## src/hdl/risc_instruction_execute_unit_macros.svh

```systemverilog
// Assertion macros for the instruction execute unit.
`ifndef RISC_INSTRUCTION_EXECUTE_UNIT_MACROS_SVH
`define RISC_INSTRUCTION_EXECUTE_UNIT_MACROS_SVH
`ifndef SYNTHESIS
`define RIEU_ASSERT_IMPL(lbl, clk, rst_n, ante, cons) \
	lbl: assert property (@(posedge clk) disable iff (!rst_n) (ante) |-> (cons)) \
		else $error("rieu: assertion failed");
`define RIEU_ASSERT_NEXT(lbl, clk, rst_n, ante, cons) \
	lbl: assert property (@(posedge clk) disable iff (!rst_n) (ante) |=> (cons)) \
		else $error("rieu: assertion failed");
`else
`define RIEU_ASSERT_IMPL(lbl, clk, rst_n, ante, cons)
`define RIEU_ASSERT_NEXT(lbl, clk, rst_n, ante, cons)
`endif
`endif

```

## src/hdl/rieu_ram.sv

```systemverilog
// Generic single-write, single-read RAM with registered read data.
module rieu_ram #(
	parameter int WIDTH = 32,
	parameter int DEPTH = 32
) (
	input  logic                     clk,
	input  logic                     we,
	input  logic [$clog2(DEPTH)-1:0] waddr,
	input  logic [WIDTH-1:0]         wdata,
	input  logic                     re,
	input  logic [$clog2(DEPTH)-1:0] raddr,
	output logic [WIDTH-1:0]         rdata
);

	logic [WIDTH-1:0] mem [DEPTH];

	always_ff @(posedge clk) begin
		if (we) begin
			mem[waddr] <= wdata;
		end
		if (re) begin
			rdata <= mem[raddr];
		end
	end

endmodule

```

## config.mk

```make
export PLATFORM = sky130hd
export DESIGN_NAME = rieu_ram
export DESIGN_NICKNAME = d
export VERILOG_FILES = /design/src/hdl/risc_instruction_execute_unit_macros.svh /design/src/hdl/rieu_ram.sv
export SDC_FILE = /design/constraint.sdc
export NUM_CORES = 1
export LEC_CHECK = 0
export ABC_CLOCK_PERIOD_IN_PS = 6990
export BUFFER_PORTS_ARGS = -buffer_cell sky130_fd_sc_hd__buf_2
export CORE_ASPECT_RATIO = 0.5
export CORE_MARGIN = 5
export CORE_UTILIZATION = 65
export DETAILED_ROUTE_END_ITERATION = 12
export PLACE_DENSITY = 0.84
export SLEW_MARGIN = 20
export SYNTH_ARGS = -nofsm -noshare
export SYNTH_HDL_FRONTEND = slang
export SYNTH_SLANG_ARGS = --single-unit
```

## constraint.sdc

```tcl
create_clock -name clk -period 6.99 [get_ports clk]
set_input_delay 1.0485 -clock clk [delete_from_list [all_inputs] [get_ports clk]]
set_output_delay 1.0485 -clock clk [all_outputs]
set_load 0.02 [all_outputs]
```

# Word-level counts from Yosys, hierarchy flattened
# Memory sizes are Yosys's and may differ from the RTL's. A register that Yosys moved wholly into a read port is not among the register bits.
# Index checks and enable logic that the tools add are counted.
# Widths: inputs -> output; s select.
[op_classes]
n_mux = 2
[ops]
columns = ["cell", "n"]
rows = [
  ["$mux 1", 2],
]
[word_totals]
ram_bits = 1024
mem_count = 1
input_bits = 45
ff_bits = 0
[memory_table]
columns = ["memory", "depth", "width", "rd", "rd_clocked_by_memory_dff", "write_ports", "line", "rtl"]
rows = [
  ["mem", 32, 32, 1, 1, 1, "rieu_ram.sv:15", "logic [WIDTH-1:0] mem [DEPTH];"],
]

# Depth between registers and ports, before layout
[depth]
word_depth = 2
mapped_depth = 8
ltp_nobuf = 5

# Worst setup path before layout
# No wires, ideal clock.
[synth_timing]
path_kind = "input to register"
from = "input waddr[1]"
to = "memory mem[12][0] (enable)"
setup_ps = 421
path_slack_ps = 3507
path_stages = 3
t_arrival_ps = 3061
path_buffers = 1
path_cell_list = "or3b_2 > clkbuf_1 > nor2_1"
[synth_rtl]
columns = ["item", "line", "rtl"]
rows = [
  ["start: declaration", "rieu_ram.sv:8", "input logic [$clog2(DEPTH)-1:0] waddr,"],
  ["end: declaration", "rieu_ram.sv:15", ""],
]
# No word-level cell before the write port.

==> impl_metrics.yaml <==
sta:
  setup_viol: 0
  final.setup.worst_slack_ps: 3686
  fin_crit_sh_pct: 47.27
  hold-worst-slack_ps: 684.1
  drv_slew: 0
  hold_violations: 0
  rsz0062_at_grt: "no"
  fin_worst_skew_ps: 30.16
  finalSetupTns_ps: 0
  timing.fmax_ghz: 0.3026
  fin_crit_ps: 3304
  slew_headroom_pct: 20.79
  worst_pin_slew_ps: 1184
critical_path:
  r2r_slack_ps: 5440
  worst_r2r_path_depth: 5
  crit_fanout: 122
  arrival_ps: 3660
  critical_path_required_ps: 7350
  end_kind: "register"
  setup.worst_path.start_class: "input port"
  reg2reg_to: "rdata[10]$_DFFE_PP_"
  r2r-start: "mem[7][10]$_DFFE_PP_"
  path_class: "in2reg"
grt:
  grt_max_degree: 129
  grt_pass1_wl_um: 143800
  grt_overflow: 0
  grt_usage_pct: 28.84
  antenna_found_initial: 4
  grt_pass1_vias: 22100
power_and_ir_drop:
  p_leak_nw: 15.50
  ir_worst_vdd_v: 0.0002137
  powerDensity_nw_per_um2: 277.3
  finalPower_mw: 12.43
final_layout:
  stdcell_area_um2: 44840
  stdcell_count: 3235
  fin_util_pct: 72.73
  final_cell_mix: "edfxtp_1, mux2i_1, nand3_1"
  finalNetCount: 2390
  area_growth_pct: 9.892
  drive_gt1_share_pct: 11.54
  final_common_cell: "edfxtp_1"
routing:
  wire_per_inst_um: 30.86
  first_pass_iters: 5
  num_vias: 22330
  viasPerCell: 6.901
  antenna_left: 0
  drt-total-wl_um: 99840
  drc_errors: 0
  drt_iter0_drc: 3657
synthesis:
  synth_warnings: 0
  syn_nets: 2305
  avgSynthCellArea_um2: 18.06
  ys_seq_elements: 1056
  yosysTopAreaCell: "edfxtp_1"
  ys_seq_area_share_pct: 77.71
  netlist_instances: 2260
  syn_area_um2: 40810
  synthDistinctLibCells: 24
  synth_top_area_share_pct: 77.71
  synthTopCellsByArea: "edfxtp_1, mux2i_1, a22oi_1, a22o_1, nand3_1"
clock_network:
  clk_path_buf_depth: 3
  cts_root_buffer: "clkbuf_16"
  clk_latency_ps: 640
  cts_made_buffers: 86
  cts_tree: "built"
  clkTransAtPathRegs_ps: 70
  post_cts_buffers: 0
  htreeDepth: 3
  hold_buffers: 0
  cts_resized: 0
  cts.sinks: 1056
status:
  status: "complete, no violations"
placement:
  placedCellCount: 3082
  hpwl_um: 50520
  place_congestion: 0.8003
  port-buffer-count: 76
  placed_area_um2: 42190
  pre_cts_slack_ps: 3283
die:
  die_height_um: 187.2
  core_um2: 61660
  start_util_pct: 66.18
  io_pins: 77
  rows: 64
  dieArea_um2: 68190
  die_width_um: 364.3
worst_hold_path:
  hold_start: "mem[11][28]$_DFFE_PP_"
  whs_endpoint: "rdata[28]$_DFFE_PP_"
  hold_path.class: "reg2reg"
  min_path_cells: 4
flow_run:
  drv_cap: 0
critical path, stage by stage:
cell     delay (ps)
buf_8           670
buf_12          550
mux2i_1         360
a22o_1          180
nor3_1           50
a31oi_1         200
nand3_1         100
Yosys cell counts:
cell type / instances
edfxtp_1: 1056
mux2i_1: 512
nand2_1: 98
nand3_1: 98
a21oi_1: 96
a22oi_1: 96
a22o_1: 64
clkbuf_1: 46
nor2_1: 34
buf_4: 33
a31oi_1: 32
nor3_1: 32
buf_2: 26
buf_6: 15
buf_1: 5
nand3b_1: 5
or3b_2: 3
clkbuf_4: 2
nand2b_1: 2
and2_1: 1
and2b_1: 1
nor2b_1: 1
or2_2: 1
or3_1: 1
power breakdown:
part	internal, mW	total (mW)	switching [mW]
clock network	2.54	4.68	2.14
registers	7.06	7.10	0.0349
logic	0.203	0.656	0.453
total	9.80	12.4	2.63
routing by layer:
layer,wire (um),GRT usage [%],up-vias
met3,12980,6.184,245
li1,-,-,9158
met1,35820,40.68,11130
met2,47660,46.02,1793
met4,3380,9.182,0
met5,0,0,-
state kept, by name, indices dropped and copies added (netlist names):
signal / cells
mem: 1024
rdata: 32
kinds of logic (layout without fill, tap and decap cells):
group	Yosys count	count (layout)	synth area share, %
DFF	1056	1056	77.71
and+or+nand+nor	277	277	3.076
other	0	2	0
buffers and inverters	127	275	1.846
AOI/OAI and AO/OA	288	288	4.808
muxes	512	512	12.56
worst max path at each step:
stage	start	to	slack [ps]
after global routing	raddr[0]	rdata[29]$_DFFE_PP_	3680
after floorplan	waddr[1]	mem[12][0]$_DFFE_PP_	3510
after CTS	raddr[0]	rdata[6]$_DFFE_PP_	3880
after global placement	raddr[0]	rdata[8]$_DFFE_PP_	3350
after detailed placement	raddr[0]	rdata[28]$_DFFE_PP_	3280
final	raddr[0]	rdata[29]$_DFFE_PP_	3690
area by class of cell:
cell class	count	area, um2
sequential	1056	31710
multi-input combinational	1077	8610
clock inverter	41	361.6
antenna	2	5.005
tap	825	1032
fill	3323	16820
timing repair buffer	124	838.3
clock buffer	110	2285
Note: power is estimated with default switching activity, not from simulation.
