==> src/hdl/risc_instruction_execute_unit_macros.svh <==
// Assertion macros for the instruction execute unit.
`ifndef RISC_INSTRUCTION_EXECUTE_UNIT_MACROS_SVH
`define RISC_INSTRUCTION_EXECUTE_UNIT_MACROS_SVH
`ifndef SYNTHESIS
`define RIEU_ASSERT_IMPL(lbl, clk, rst_n, ante, cons) \
	lbl: assert property (@(posedge clk) disable iff (!rst_n) (ante) |-> (cons)) \
		else $error("rieu: assertion failed");
`define RIEU_ASSERT_NEXT(lbl, clk, rst_n, ante, cons) \
	lbl: assert property (@(posedge clk) disable iff (!rst_n) (ante) |=> (cons)) \
		else $error("rieu: assertion failed");
`else
`define RIEU_ASSERT_IMPL(lbl, clk, rst_n, ante, cons)
`define RIEU_ASSERT_NEXT(lbl, clk, rst_n, ante, cons)
`endif
`endif

==> src/hdl/rieu_pkg.sv <==
// Types and constants shared by the instruction execute unit.
package rieu_pkg;

	localparam logic [31:0] PC_BASE        = 32'd4000;
	localparam logic [31:0] WORD_BYTES     = 32'd4;
	localparam int          CW_W           = 13;
	localparam logic [12:0] CODE_WORDS_RST = 13'd4096;

	typedef enum logic [3:0] {
		OP_MOVC  = 4'd0,
		OP_ADD   = 4'd1,
		OP_SUB   = 4'd2,
		OP_MUL   = 4'd3,
		OP_AND   = 4'd4,
		OP_OR    = 4'd5,
		OP_EXOR  = 4'd6,
		OP_LOAD  = 4'd7,
		OP_STORE = 4'd8,
		OP_BZ    = 4'd9,
		OP_BNZ   = 4'd10,
		OP_JUMP  = 4'd11,
		OP_HALT  = 4'd12
	} op_t;

	typedef struct packed {
		logic [31:0] next_pc;
		logic        wr;
		logic [4:0]  idx;
		logic [31:0] value;
		logic        load;
		logic        zero;
		logic        halt;
		logic        fault;
		logic        mem_re;
		logic        mem_we;
		logic [29:0] mem_widx;
		logic [31:0] mem_wdata;
	} exe_res_t;

	function automatic logic [31:0] last_pc(input logic [CW_W-1:0] cw);
		logic [31:0] cw_bytes;
		cw_bytes = {17'd0, cw, 2'b00};
		return PC_BASE + cw_bytes - WORD_BYTES;
	endfunction

endpackage

==> src/hdl/rieu_exec.sv <==
// Execute logic: decode, ALU, address and branch evaluation for one instruction.
module rieu_exec #(
	parameter int REG_COUNT  = 32,
	parameter int DATA_WORDS = 4096
) (
	input  logic [3:0]         op_code,
	input  logic [4:0]         rd,
	input  logic [31:0]        opa,
	input  logic [31:0]        opb,
	input  logic [31:0]        imm,
	input  logic [31:0]        pc,
	input  logic               zf,
	input  logic               halted,
	input  logic [31:0]        last_pc,
	output rieu_pkg::exe_res_t res
);

	rieu_pkg::op_t op;
	logic [31:0]   sum_a;
	logic [31:0]   sum_b;
	logic [31:0]   alu_res;
	logic          alu;
	logic          wr;
	logic          ld;
	logic          rd_ok;

	assign op    = rieu_pkg::op_t'(op_code);
	assign sum_a = opa + imm;
	assign sum_b = opb + imm;
	assign rd_ok = 32'(rd) < REG_COUNT;

	always_comb begin
		res         = '0;
		res.next_pc = pc + rieu_pkg::WORD_BYTES;
		res.zero    = zf;
		alu_res     = '0;
		alu         = 1'b0;
		wr          = 1'b0;
		ld          = 1'b0;
		unique case (op)
			rieu_pkg::OP_MOVC: begin
				alu_res = imm;
				alu     = 1'b1;
			end
			rieu_pkg::OP_ADD: begin
				alu_res = opa + opb;
				alu     = 1'b1;
			end
			rieu_pkg::OP_SUB: begin
				alu_res = opa - opb;
				alu     = 1'b1;
			end
			rieu_pkg::OP_MUL: begin
				alu_res = opa * opb;
				alu     = 1'b1;
			end
			rieu_pkg::OP_AND: begin
				alu_res = opa & opb;
				alu     = 1'b1;
			end
			rieu_pkg::OP_OR: begin
				alu_res = opa | opb;
				alu     = 1'b1;
			end
			rieu_pkg::OP_EXOR: begin
				alu_res = opa ^ opb;
				alu     = 1'b1;
			end
			rieu_pkg::OP_LOAD: begin
				res.mem_widx = sum_a[31:2];
				if (sum_a[31:2] < 30'(DATA_WORDS)) begin
					res.mem_re = 1'b1;
					wr         = 1'b1;
					ld         = 1'b1;
				end else begin
					res.fault = 1'b1;
				end
			end
			rieu_pkg::OP_STORE: begin
				res.mem_widx  = sum_b[31:2];
				res.mem_wdata = opa;
				if (sum_b[31:2] < 30'(DATA_WORDS)) begin
					res.mem_we = 1'b1;
				end else begin
					res.fault = 1'b1;
				end
			end
			rieu_pkg::OP_BZ: begin
				if (zf) begin
					res.next_pc = pc + imm;
				end
			end
			rieu_pkg::OP_BNZ: begin
				if (!zf) begin
					res.next_pc = pc + imm;
				end
			end
			rieu_pkg::OP_JUMP: begin
				res.next_pc = sum_a;
			end
			rieu_pkg::OP_HALT: begin
				res.halt = 1'b1;
			end
			default: begin
			end
		endcase
		if (alu) begin
			res.zero = (alu_res == 32'd0);
			wr       = 1'b1;
		end
		res.wr    = wr && rd_ok;
		res.idx   = res.wr ? rd : 5'd0;
		res.load  = res.wr && ld;
		res.value = (res.wr && !ld) ? alu_res : 32'd0;
		if (pc == last_pc) begin
			res.halt = 1'b1;
		end
		if (halted) begin
			res         = '0;
			res.next_pc = pc;
			res.zero    = zf;
			res.halt    = 1'b1;
		end
	end

endmodule

==> config.mk <==
export PLATFORM = sky130hd
export DESIGN_NAME = rieu_exec
export DESIGN_NICKNAME = d
export VERILOG_FILES = /design/src/hdl/risc_instruction_execute_unit_macros.svh /design/src/hdl/rieu_pkg.sv /design/src/hdl/rieu_exec.sv
export SDC_FILE = /design/constraint.sdc
export NUM_CORES = 2
export LEC_CHECK = 0
export ABC_AREA = 1
export BUFFER_PORTS_ARGS = -buffer_cell sky130_fd_sc_hd__buf_2
export CORE_ASPECT_RATIO = 1.1
export CORE_MARGIN = 1.5
export CORE_UTILIZATION = 50
export DETAILED_ROUTE_END_ITERATION = 10
export PLACE_DENSITY = 0.72
export SYNTH_ARGS = -nofsm -noshare
export SYNTH_HDL_FRONTEND = slang
export SYNTH_SLANG_ARGS = --single-unit
==> constraint.sdc <==
create_clock -name vclk -period 9.1
set_clock_uncertainty 0.1 [all_clocks]
set_input_delay 0.91 -clock vclk [all_inputs]
set_output_delay 0.91 -clock vclk [all_outputs]
set_load 0.01 [all_outputs]
After elaboration in Yosys (flattened, before gate mapping)
Index checks and enable logic that the tools add are counted.
{"block": "totals", "regBits": 0, "inputBits": 171, "out_inout_bits": 138, "word_cells": 52}
{"block": "op_classes", "add_sub_neg": 6, "multipliers": 1, "n_lt_le_gt_ge": 2, "n_eq_ne": 13, "n_mux": 21, "bitwise_logic": 3, "n_reduce_logical": 6}
{"op": "32-bit case mux with 7 select lines", "count": 1}
{"op": "138-bit two-way mux", "count": 1}
{"op": "32-bit adder", "count": 4}
{"op": "32-bit two-way mux", "count": 4}
{"op": "32-bit case mux with 3 select lines", "count": 1}
{"op": "30-bit by 13-bit less-than comparator with 1-bit output, second input constant", "count": 2}
{"op": "30-bit case mux with 2 select lines", "count": 1}
{"op": "32-bit by 3-bit adder with 32-bit output, second input constant", "count": 1}
{"op": "32-bit bitwise AND", "count": 1}
{"op": "32-bit == test", "count": 1}
{"op": "32-bit logical NOT", "count": 1}
{"op": "32-bit by 32-bit multiplier with 32-bit output", "count": 1}
{"op": "32-bit OR", "count": 1}
{"op": "32-bit subtractor", "count": 1}
{"op": "32-bit bitwise XOR", "count": 1}
{"op": "4-bit == test, second input constant", "count": 5}
{"op": "4-bit by 3-bit == test with 1-bit output, second input constant", "count": 4}
{"op": "1-bit two-way mux", "count": 11}
{"op": "4-bit by 2-bit == test with 1-bit output, second input constant", "count": 2}
{"op": "7-bit OR reduction", "count": 1}
{"op": "5-bit two-way mux", "count": 1}
{"op": "4-bit by 1-bit == test with 1-bit output, second input constant", "count": 1}
{"op": "4-bit logical NOT", "count": 1}
{"op": "1-bit logical AND", "count": 2}
{"op": "other kinds (2)", "count": 2}

Longest topological paths before layout
{"block": "depth", "depth_word": 8, "depth_mapped": 38, "depth_no_buf": 36}

Least setup slack after synthesis
Ideal clock, no wire load.
{"block": "synth_path", "path_type": "input to output", "from": "input opb[6]", "to": "output res[66] in the netlist's numbering", "arrival_time_ns": 7.387, "path_slack_ns": 0.703, "stages": 31, "cell_sequence": "clkbuf_1 -> buf_1 -> nand2_1 -> inv_1 -> fa_1 -> fa_1 -> fa_1 -> inv_1 -> fa_1 -> inv_1 -> fa_1 -> inv_1 -> fa_1 -> inv_1 -> fa_1 -> fa_1 -> ha_1 -> a21oi_1 -> o21ai_0 -> a21oi_1 -> nand2_1 -> nand3_1 -> nand2_1 -> or2_2 -> nand3_1 -> nand2_1 -> nor2_1 -> nand4_1 -> nor2_1 -> nand4_1 -> nand2_1"}
{"item": "start, declared", "line_no": "rieu_exec.sv:9", "source": "input logic [31:0] opb,"}
{"item": "end, declared", "line_no": "rieu_exec.sv:15", "source": "output rieu_pkg::exe_res_t res"}

==> impl.org <==
** Status
- Outcome :: finished, final reports clean

** Setup path
- Setup CP Type :: input port to primary output
- At the worst endpoint, the required time is 8090 ps.
- Cell with the largest stage delay on the worst path :: sky130_fd_sc_hd__fa_1
- Of all nets on the critical path, the largest fanout is 9.
- Data on the critical path arrives at its endpoint at 7950 ps.
- On the worst path, the slowest cell contributes a delay of 600 ps.
- The worst setup path is captured at a primary output.
- The worst setup path is launched from an input port.
- By instance count, the cell type seen most on the critical path is sky130_fd_sc_hd__fa_1.

** Floorplanning
- The floorplan step defined a core boundary enclosing 57560 um2.
- From bottom edge to top edge, the die measures 256.4 um.
- The floorplan step defined a die boundary enclosing 59830 um2.
- Pin placement for this block handled around 300 I/O pins.
- Row generation in the floorplan step produced slightly above 90 rows.
- Once the floorplan was initialized, standard cells occupied 50.71% of the core.
- The die is 233.4 um wide.

** Drt
- After detailed routing, the number of vias per cell comes to 5.641.
- After detailed routing, the average wire length per cell comes to 21.68 um.
- 1st-pass router iterations :: 6
- Once detail routing completed, the nets flagged for antenna violations numbered 0.
- DRC Markers :: 0
- Vias :: 31654
- Final WL :: 121600 um
- For this block, the initial DRC count from the detailed router was 2910.

** Timing
- Total setup violations reported at the end of the flow :: 0
- Setup repair after global routing could not meet its margin everywhere.
- The worst path needs 8957 ps of the cycle, external delays included.
- Dividing the final minimum period by the clock period gives 98.43%.
- Static timing analysis puts the maximum clock frequency at 111.6 MHz.
- The worst pin sits at a relative slew slack of 18.02%.
- The max-slew violation count is 0.
- For the pin with the worst max-slew slack, the measured transition is 1218 ps.
- The count of endpoints failing hold in the final timing report is 0.

** Global routing
- Vias in the first global route :: 31886
- Antenna violations before repair :: 18
- Largest net degree at the start of global routing :: 50
- Global routing usage summed across all routing layers :: around two fifths
- Wire length of the first global-routing pass :: 181600 um
- The total overflow left after global routing is 0.

** Layout
- Clock buffers in the final layout number 0.
- Cells fill between 50% and 60% of the core in the end.
- The library cell used most frequently in the layout, excluding fill and tap cells, is sky130_fd_sc_hd__nand2_1.
- Of the cells placed in the final design, the portion with a size suffix greater than 1 is between 10% and 20%.
- Signed area change from the synthesized netlist to the final layout :: 12.42%
- Final #Nets :: ~5700
- Counting the fill cells in the layout gives between 5000 and 6000.
- In the final layout, the multi-input gates occupy 24730 um2.
- Area taken by flip-flops and latches :: 0 um2
- There are 0 flip-flops and latches.
- Highest-count cells in the layout ignoring fill and taps :: sky130_fd_sc_hd__nand2_1, sky130_fd_sc_hd__inv_1, sky130_fd_sc_hd__fa_1

** Hold path
- Hold Path Cell Cnt :: 3
- For hold timing, the worst endpoint is res[101].
- Hold wc startpoint :: rd[1]
- Worst min path class :: input port to primary output

** Synth
- In the synthesized netlist, the number of instances is 4511.
- In this run the cell area of the synthesized design comes to about 29000 um2.
- Post-synthesis average cell area :: 6.470 um2
- Sequential cells were found to cover 0% of the synthesized design area.
- Counting every net in the synthesized netlist gives 5405.
- Netlist cell types :: 63
- Synthesis warning total :: 0

** Placed design
- Count of buffers inserted at the top-level ports :: 309
- At the end of routability-driven placement, the weighted congestion stood at 1.039.
- DP Wirelength :: 105400 um

** Clock tree
- Post-CTS timing repair inserted 0 buffers for setup.

** Job
- Max-cap violations in this run came to 0.
-- per-layer routing --
layer | up-vias | wire, um | GRT usage (%)
li1 | 14554 | - | -
met1 | 15013 | 44290 | 47.24
met2 | 1629 | 56690 | 67.14
met3 | 438 | 11060 | 7.173
met4 | 20 | 9476 | 26.31
met5 | - | 115 | 0
-- Yosys cell counts, drive strengths merged, types with 2 or more instances --
cell	n	share of area (%)
a211oi	4	0.10
a21boi	8	0.21
a21o	16	0.42
a21oi	228	4.0
a221oi	21	0.63
a22o	5	0.15
a31o	2	0.060
a31oi	14	0.30
buf	46	0.72
clkbuf	113	1.5
clkinv	5	0.064
fa	411	28
ha	312	13
inv	1044	13
nand2	1190	15
nand3	168	3.0
nand3b	27	0.69
nand4	37	0.79
nor2	298	3.9
nor3	51	1.0
nor4	18	0.43
o2111ai	22	0.66
o211ai	16	0.41
o21a	3	0.077
o21ai	207	3.6
o21bai	8	0.21
o221a	3	0.12
o221ai	5	0.15
o22ai	23	0.49
o31ai	4	0.10
o32ai	3	0.090
or2	19	0.41
xnor2	75	2.3
xor2	95	2.9
-- worst max-delay path by stage --
stage                        from  endpoint  slack (ps)  cells after the start
final                     opa[10]   res[66]         140                     30
after global routing       opb[6]   res[66]        -120                     32
after CTS                 opa[11]   res[66]          20                     32
after detailed placement  opa[10]   res[66]         -30                     28
after global placement    opa[10]   res[66]         -40                     31
after floorplan            opb[6]   res[66]         700                     31
-- kinds of logic (layout without fill, tap and decap cells) --
| group | after synthesis | in the layout | synth area share (%) |
|---|---|---|---|
| adders and majority gates | 723 | 723 | 41.57 |
| AOI/OAI and AO/OA | 599 | 599 | 11.98 |
| other | 0 | 7 | 0 |
| buffers and inverters | 1208 | 1549 | 15.66 |
| and+or+nand+nor | 1811 | 1811 | 25.68 |
| xor gates and xnor gates | 170 | 170 | 5.102 |
-- final cells by class --
cell class                 instances  share of cell area, %
multi-input combinational       3303                  75.38
inverter                        1049                  12.00
timing repair buffer             500                  9.694
tap                              752                  2.868
antenna                            7                0.05339
-- what timing repair did --
action,4_1_cts,5_1_grt
setup endpoints to repair,1,5
pin swaps,0,2
resized for setup,1,50
hold buffers,0,0
endpoints found under the hold margin,0,0
-- critical path, delay by kind of cell --
family	cells	cell delay (ps)
adders and majority gates	10	4350
and+or+nand+nor	10	1350
buffers and inverters	8	960
AOI/OAI and AO/OA	2	340
-- stage by stage --
step	setup TNS (ps)	setup WS (ps)	instances	hold slack, ps	area, um2
CTS	0	20.29	5604	2054	32630
global route	-115.7	-115.7	5606	2064	32800
finish	0	142.5	5611	2053	32810
floorplan	0	702.9	4511	1835	29180
global placement	-43.49	-43.49	5604	2050	32630
detailed placement	-28.56	-28.56	5604	2054	32630
Power is left out: the tool's default activity adds up to more than one toggle a clock period on the data nets, which glitch-free logic cannot reach.
